===== src/rtl/smi_pkg.sv =====
// shared types, constants and helpers of the stack machine interpreter core
// no dependencies; imported by every module of the block but smi_ram and smi_checker
package smi_pkg;

  localparam int CELL_BITS    = 32;
  localparam int NUM_LINES    = 64;
  localparam int LINE_CELLS   = 32;
  localparam int DATA_DEPTH   = 64;
  localparam int RETURN_DEPTH = 64;

  localparam int FIRST_USER = 21;
  localparam int CALL_MARK  = 42;
  localparam int FAR_LINE   = 255;

  localparam int LINE_W     = 8;
  localparam int RET_W      = 8;
  localparam int LN_AW      = $clog2(NUM_LINES);
  localparam int LEN_W      = $clog2(LINE_CELLS + 1);
  localparam int COL_W      = LEN_W;
  localparam int LIU_W      = $clog2(NUM_LINES + 1);
  localparam int PROG_DEPTH = NUM_LINES * LINE_CELLS;
  localparam int PROG_AW    = $clog2(PROG_DEPTH);
  localparam int DS_AW      = $clog2(DATA_DEPTH);
  localparam int DC_W       = $clog2(DATA_DEPTH + 1);
  localparam int RS_AW      = $clog2(RETURN_DEPTH);
  localparam int RC_W       = $clog2(RETURN_DEPTH + 1);
  localparam int IN_TW      = 48;
  localparam int OUT_TW     = 48;
  localparam int OPC_W      = 5;

  // intrinsic opcodes, exit covers everything from 14 to 20
  localparam logic [OPC_W-1:0] IN_ADD  = 5'd0;
  localparam logic [OPC_W-1:0] IN_SUB  = 5'd1;
  localparam logic [OPC_W-1:0] IN_MUL  = 5'd2;
  localparam logic [OPC_W-1:0] IN_DIV  = 5'd3;
  localparam logic [OPC_W-1:0] IN_MOD  = 5'd4;
  localparam logic [OPC_W-1:0] IN_AND  = 5'd5;
  localparam logic [OPC_W-1:0] IN_OR   = 5'd6;
  localparam logic [OPC_W-1:0] IN_NOT  = 5'd7;
  localparam logic [OPC_W-1:0] IN_SWAP = 5'd8;
  localparam logic [OPC_W-1:0] IN_DUP  = 5'd9;
  localparam logic [OPC_W-1:0] IN_DROP = 5'd10;
  localparam logic [OPC_W-1:0] IN_LOOP = 5'd11;
  localparam logic [OPC_W-1:0] IN_EMIT = 5'd12;
  localparam logic [OPC_W-1:0] IN_READ = 5'd13;

  typedef enum logic [1:0] {
    OPN_COMPILE = 2'd0,
    OPN_STEP    = 2'd1,
    OPN_SETIP   = 2'd2,
    OPN_NOP     = 2'd3
  } oper_t;

  typedef enum logic [2:0] {
    ST_OK      = 3'd0,
    ST_EXIT    = 3'd1,
    ST_DUNDER  = 3'd2,
    ST_RUNDER  = 3'd3,
    ST_DOVER   = 3'd4,
    ST_ROVER   = 3'd5,
    ST_DROPPED = 3'd6,
    ST_HALTED  = 3'd7
  } status_t;

  typedef enum logic [4:0] {
    DP_NOP, DP_LATCH, DP_SET_IP, DP_RESTART, DP_COMPILE,
    DP_RET_RD1, DP_RET_RD2, DP_RET_DONE, DP_PROG_RD, DP_PUSH_CELL,
    DP_POP_RD, DP_OPC, DP_CALL1, DP_CALL2, DP_BIN1, DP_ALU,
    DP_DIVCAP, DP_WB, DP_NOT, DP_SW2, DP_SW3, DP_DUP, DP_DROP,
    DP_LOOP, DP_EMIT, DP_READ, DP_EXIT, DP_DONE
  } dp_op_t;

  typedef enum logic [4:0] {
    S_IDLE, S_DISP, S_CMP1, S_STEP1, S_RET1, S_RET2, S_CELL, S_OPC,
    S_DEC, S_CALL2, S_BIN1, S_ALU, S_DIV, S_WB, S_NOT, S_SW1, S_SW2,
    S_SW3, S_DUP, S_LOOP, S_EMIT, S_EXIT, S_DONE
  } ctrl_state_t;

  typedef struct packed {
    dp_op_t  op;
    status_t st;
  } cmd_t;

  typedef struct packed {
    logic             halted;
    oper_t            oper;
    logic             ip_out;
    logic             row_ok;
    logic             len_full;
    logic             col_end;
    logic             rc_lt2;
    logic             ret_full;
    logic             dc_lt1;
    logic             dc_lt2;
    logic             dc_full;
    logic             cell_mark;
    logic             opc_neg;
    logic             opc_call;
    logic [OPC_W-1:0] opc;
    logic             div_done;
    logic             out_free;
  } dp_stat_t;

  function automatic logic [PROG_AW-1:0] prog_addr(input logic [LN_AW-1:0] line,
                                                   input logic [COL_W-1:0] col);
    prog_addr = PROG_AW'(line) * PROG_AW'(LINE_CELLS) + PROG_AW'(col);
  endfunction

endpackage


===== src/rtl/smi_ctrl.sv =====
// controller: sequences each item through datapath commands
// depends on smi_pkg
module smi_ctrl (
  input  logic              clk,
  input  logic              rst_n,
  input  logic              in_tvalid,
  output logic              in_tready,
  input  smi_pkg::dp_stat_t stat,
  output smi_pkg::cmd_t     cmd
);
  import smi_pkg::*;

  ctrl_state_t state_r, state_nxt;
  status_t     st_r, st_nxt;

  always_ff @(posedge clk) begin
    if (!rst_n) begin
      state_r <= S_IDLE;
      st_r    <= ST_OK;
    end else begin
      state_r <= state_nxt;
      st_r    <= st_nxt;
    end
  end

  always_comb begin
    state_nxt = state_r;
    st_nxt    = st_r;
    cmd.op    = DP_NOP;
    cmd.st    = st_r;
    in_tready = 1'b0;

    unique case (state_r)
      S_IDLE: begin
        in_tready = 1'b1;
        if (in_tvalid) begin
          cmd.op    = DP_LATCH;
          state_nxt = S_DISP;
        end
      end
      S_DISP: begin
        state_nxt = S_DONE;
        st_nxt    = ST_OK;
        if (stat.halted) begin
          st_nxt = ST_HALTED;
        end else begin
          unique case (stat.oper)
            OPN_COMPILE: begin
              if (!stat.row_ok) begin
                st_nxt = ST_DROPPED;
              end else begin
                state_nxt = S_CMP1;
              end
            end
            OPN_STEP: begin
              if (stat.ip_out) begin
                cmd.op = DP_RESTART;
              end else begin
                state_nxt = S_STEP1;
              end
            end
            OPN_SETIP: cmd.op = DP_SET_IP;
            default: begin
            end
          endcase
        end
      end
      S_CMP1: begin
        state_nxt = S_DONE;
        if (stat.len_full) begin
          st_nxt = ST_DROPPED;
        end else begin
          cmd.op = DP_COMPILE;
        end
      end
      S_STEP1: begin
        if (stat.col_end) begin
          if (stat.rc_lt2) begin
            st_nxt    = ST_RUNDER;
            state_nxt = S_DONE;
          end else begin
            cmd.op    = DP_RET_RD1;
            state_nxt = S_RET1;
          end
        end else begin
          cmd.op    = DP_PROG_RD;
          state_nxt = S_CELL;
        end
      end
      S_RET1: begin
        cmd.op    = DP_RET_RD2;
        state_nxt = S_RET2;
      end
      S_RET2: begin
        cmd.op    = DP_RET_DONE;
        state_nxt = S_DONE;
      end
      S_CELL: begin
        state_nxt = S_DONE;
        if (!stat.cell_mark) begin
          if (stat.dc_full) begin
            st_nxt = ST_DOVER;
          end else begin
            cmd.op = DP_PUSH_CELL;
          end
        end else if (stat.dc_lt1) begin
          st_nxt = ST_DUNDER;
        end else begin
          cmd.op    = DP_POP_RD;
          state_nxt = S_OPC;
        end
      end
      S_OPC: begin
        cmd.op    = DP_OPC;
        state_nxt = S_DEC;
      end
      S_DEC: begin
        state_nxt = S_DONE;
        if (stat.opc_neg) begin
          st_nxt = ST_OK;
        end else if (stat.opc_call) begin
          if (stat.ret_full) begin
            st_nxt = ST_ROVER;
          end else begin
            cmd.op    = DP_CALL1;
            state_nxt = S_CALL2;
          end
        end else begin
          unique case (stat.opc) inside
            IN_ADD, IN_SUB, IN_MUL, IN_DIV, IN_MOD, IN_AND, IN_OR: begin
              if (stat.dc_lt2) st_nxt = ST_DUNDER;
              else state_nxt = S_BIN1;
            end
            IN_SWAP: begin
              if (stat.dc_lt2) st_nxt = ST_DUNDER;
              else state_nxt = S_SW1;
            end
            IN_NOT: begin
              if (stat.dc_lt1) st_nxt = ST_DUNDER;
              else state_nxt = S_NOT;
            end
            IN_DUP: begin
              if (stat.dc_lt1) st_nxt = ST_DUNDER;
              else if (stat.dc_full) st_nxt = ST_DOVER;
              else state_nxt = S_DUP;
            end
            IN_DROP: begin
              if (stat.dc_lt1) st_nxt = ST_DUNDER;
              else cmd.op = DP_DROP;
            end
            IN_LOOP: begin
              if (stat.dc_lt1) st_nxt = ST_DUNDER;
              else state_nxt = S_LOOP;
            end
            IN_EMIT: begin
              if (stat.dc_lt1) begin
                st_nxt = ST_DUNDER;
              end else begin
                cmd.op    = DP_POP_RD;
                state_nxt = S_EMIT;
              end
            end
            IN_READ: begin
              cmd.op = DP_READ;
              st_nxt = stat.dc_full ? ST_DOVER : ST_OK;
            end
            default: begin
              // exit
              if (stat.dc_lt1) begin
                st_nxt = ST_DUNDER;
              end else begin
                cmd.op    = DP_POP_RD;
                state_nxt = S_EXIT;
              end
            end
          endcase
        end
      end
      S_CALL2: begin
        cmd.op    = DP_CALL2;
        state_nxt = S_DONE;
      end
      S_BIN1: begin
        cmd.op    = DP_BIN1;
        state_nxt = S_ALU;
      end
      S_ALU: begin
        cmd.op    = DP_ALU;
        state_nxt = (stat.opc == IN_DIV || stat.opc == IN_MOD) ? S_DIV : S_WB;
      end
      S_DIV: begin
        if (stat.div_done) begin
          cmd.op    = DP_DIVCAP;
          state_nxt = S_WB;
        end
      end
      S_WB: begin
        cmd.op    = DP_WB;
        state_nxt = S_DONE;
      end
      S_NOT: begin
        cmd.op    = DP_NOT;
        state_nxt = S_DONE;
      end
      S_SW1: begin
        cmd.op    = DP_BIN1;
        state_nxt = S_SW2;
      end
      S_SW2: begin
        cmd.op    = DP_SW2;
        state_nxt = S_SW3;
      end
      S_SW3: begin
        cmd.op    = DP_SW3;
        state_nxt = S_DONE;
      end
      S_DUP: begin
        cmd.op    = DP_DUP;
        state_nxt = S_DONE;
      end
      S_LOOP: begin
        cmd.op    = DP_LOOP;
        state_nxt = S_DONE;
      end
      S_EMIT: begin
        cmd.op    = DP_EMIT;
        state_nxt = S_DONE;
      end
      S_EXIT: begin
        cmd.op    = DP_EXIT;
        st_nxt    = ST_EXIT;
        state_nxt = S_DONE;
      end
      S_DONE: begin
        if (stat.out_free) begin
          cmd.op    = DP_DONE;
          state_nxt = S_IDLE;
        end
      end
      default: state_nxt = S_IDLE;
    endcase
  end

endmodule


===== config.mk =====
export PLATFORM = sky130hd
export DESIGN_NAME = smi_ctrl
export DESIGN_NICKNAME = d
export VERILOG_FILES = /design/src/rtl/smi_pkg.sv /design/src/rtl/smi_ctrl.sv
export SDC_FILE = /design/constraint.sdc
export NUM_CORES = 1
export LEC_CHECK = 0
export ABC_AREA = 1
export BUFFER_PORTS_ARGS = -buffer_cell sky130_fd_sc_hd__clkbuf_2
export CELL_PAD_IN_SITES_DETAIL_PLACEMENT = 1
export CELL_PAD_IN_SITES_GLOBAL_PLACEMENT = 1
export CORE_MARGIN = 1.5
export CORE_UTILIZATION = 35
export CTS_CLUSTER_DIAMETER = 50
export DETAILED_ROUTE_END_ITERATION = 16
export GPL_TIMING_DRIVEN = 0
export HOLD_SLACK_MARGIN = 0.12
export PLACE_DENSITY = 0.88
export SLEW_MARGIN = 40
export SYNTH_ARGS = -nofsm -noshare
export SYNTH_HDL_FRONTEND = slang
export SYNTH_SLANG_ARGS = --single-unit

===== constraint.sdc =====
create_clock -name clk -period 2 [get_ports clk]
set_input_delay 0.2 -clock clk [delete_from_list [all_inputs] [get_ports clk]]
set_output_delay 0.2 -clock clk [all_outputs]
set_load 0.01 [all_outputs]

==> impl_metrics.yaml <==
outcome:
  status: "complete, no violations"
drt:
  first_pass_iters: 4
  drt_iter0_drc: 126
  via_count: 2054
  post-route-drc-count: 0
  avgRoutedWirePerCell_um: 15.2
  wl_um: 5660
  postRouteAntennaNets: 0
  drt-vias-per-instance: 5.51
cells_and_area:
  nFillCells: 619
  antennaDiodeCount: 0
  area_growth_syn_to_layout_pct: 22.7
  layout-drive-gt1-share_pct: 23.5
  num-nets-final: 353
  final_area_um2: 1820
  regArea_um2: 165
  multi_input_area_um2: 1180
  final_util_pct: 45.1
timing:
  fin_skew_ns: 0.00305
  min_period_ns: 1.91
  setup_viol: 0
  fin_ws_ns: 0.0900
  max_freq_mhz: 524
  finalSetupTns_ns: 0
  fin_crit_sh_pct: 95.5
  hold_viol: 0
  worst_pin_slew_ns: 0.442
  relSlewSlack_pct: 70.5
  slew_viol_final: 0
synthesis:
  synth_area_leaders: "nand2_1, nor2_1, dfxtp_1"
  synth_nets: 315
  syn_area_um2: 1480
  yosysTopAreaCell: "nand2_1"
  synth-main-ff-cell: "dfxtp_1"
  syn_area_per_cell_um2: 5.16
  synth_seq_cells: 8
  synth_top_area_share_pct: 15.7
  postSynthCellCount: 287
  ys_seq_area_share_pct: 10.8
  synth-edff-count: 0
  yosysMostFrequentCell: "nand2_1"
  synth_cell_types: 29
  synth-warning-count: 0
  async_flop_share_pct: 0
  yosys-top-cells-count: "nand2_1, nor2_1, inv_1"
clocking:
  cts_tree: "done"
  clock_latency_ns: 0.23
  clockRootBuffer: "clkbuf_8"
  path_clk_slew_ns: 0.04
  clock_path_buffers: 2
  postCtsHoldBufs: 0
  cts_made_buffers: 3
  cts_setup_buffers: 0
  cts.sink_count: 8
  ctsHtreeMaxLevel: 1
critical_path:
  cp.required_ns: 1.80
  reg2regPathDepth: 11
  worstSetupEndpointType: "output port"
  worst-path-max-fanout: 10
  critPathLaunchType: "flop"
  worstSetupPathType: "flop to output port"
  cp.arrival_ns: 1.71
placement:
  io_buffers: 33
  pre_cts_ws_ns: 0.170
  dpl_cell_area_um2: 1710
  place_hpwl_um: 4770
  gp_congestion: 0.945
global_route:
  grt_pass1_vias: 1986
  grt_pass1_wl_um: 9010
  globalRouteOverflowTotal: 0
  grt_usage_pct: 25.7
  antenna_found_initial: 0
  grt_max_degree: 11
power:
  seq_power_share_pct: 19.0
  clockPowerShare_pct: 13.4
  p_leak_nw: 0.941
  ir_worst_vdd_mv: 0.445
  p_comb_share_pct: 67.6
  switchingPower_mw: 0.807
  powerDensity_nw_per_um2: 820
  internal-power_mw: 0.681
  p_sw_share_pct: 54.2
  power_mw: 1.49
flow_run:
  maxCapViolCount: 0
floorplan:
  core_area_um2: 4030
  rows: 23
  die_area_um2: 4630
  ios: 34
  die_y_um: 68.0
  start_util_pct: 36.7
  die_w_um: 68.0
min_path:
  min_path_cells: 3
  hold_path.class: "input pin to flop"
## flip-flops by register name, summed over array words and instances (netlist names)
register,count
state_r,5
st_r,3
## power groups by stage
stage	logic, mW	registers [mW]	clock network (mW)
floorplan	0.658	0.267	0
global placement	0.923	0.276	0
detailed placement	0.949	0.274	0
CTS	0.960	0.273	0.205
global route	1.13	0.289	0.212
finish	1.01	0.283	0.200
## repair_timing
action | CTS | global route
gates cloned | 0 | 0
gates resized for setup | 3 | 16
endpoints found under the setup margin | 2 | 5
## metal layers
| metal | wire, um | part of all wire, % | vias up | global-route usage, % |
|---|---|---|---|---|
| li1 | - | - | 1012 | - |
| met1 | 2440 | 43 | 952 | 33.5 |
| met2 | 2710 | 48 | 77 | 44.8 |
| met3 | 400 | 7.1 | 13 | 2.30 |
| met4 | 108 | 1.9 | 0 | 7.25 |
| met5 | 0 | 0 | - | 0 |
## path summary, 6_finish.rpt
path	slack (ns)	endpoint	startpoint
max	0.09	cmd[4]	state_r[4]$_SDFFE_PN0P_
min	0.25	state_r[4]$_SDFFE_PN0P_	rst_n
min reg2reg	0.54	st_r[0]$_SDFFE_PN0P_	st_r[0]$_SDFFE_PN0P_
max reg2reg	0.30	st_r[1]$_SDFFE_PN0P_	state_r[3]$_SDFFE_PN0P_
## worst max-delay path, stage by stage (launching register included)
cell,delay (ns)
dfxtp_1,0.29
buf_4,0.17
inv_4,0.14
nand2_2,0.13
nor2_4,0.20
o2111ai_1,0.19
nand2_1,0.12
nor2_1,0.04
nand3_1,0.07
clkbuf_2,0.13
## kinds of logic after synthesis
logic type | share of synthesized area [%]
and+or+nand+nor | 56.1
buffers and inverters | 13.7
DFF | 10.8
AOI/OAI and AO/OA | 16.8
adders and majority gates | 2.54
## cells in the final DEF (no fill, tap or decap), drive strengths merged
master and count:
o2111ai 3, nor2 61, o21ai 22, o22ai 2, inv 51, a41oi 1
buf 1, nand3 29, dfxtp 8, nand2 66, a21oi 8, nor3 12
clkbuf 37, o211ai 1, a211oi 3, a31oi 2, a221oi 1, nor3b 2
ha 3, nand4 9, nor4 1
## layout make-up
cell class                      instances  share of cell area, %
Timing Repair Buffer                   33                   9.10
Buffer                                  2                  0.620
Multi-Input combinational cell        226                   64.8
Clock buffer                            3                   2.27
Tap cell                               50                   3.45
Inverter                               51                   10.7
Sequential cell                         8                   9.10
## per-stage QoR
stage | hold WS, ns | cells
6_report | 0.246 | 373
5_1_grt | 0.264 | 373
4_1_cts | 0.245 | 373
3_5_place_dp | 0.476 | 370
3_3_place_gp | 0.467 | 370
2_1_floorplan | 0.298 | 287
No activity file was read; power rests on OpenSTA's default activity.
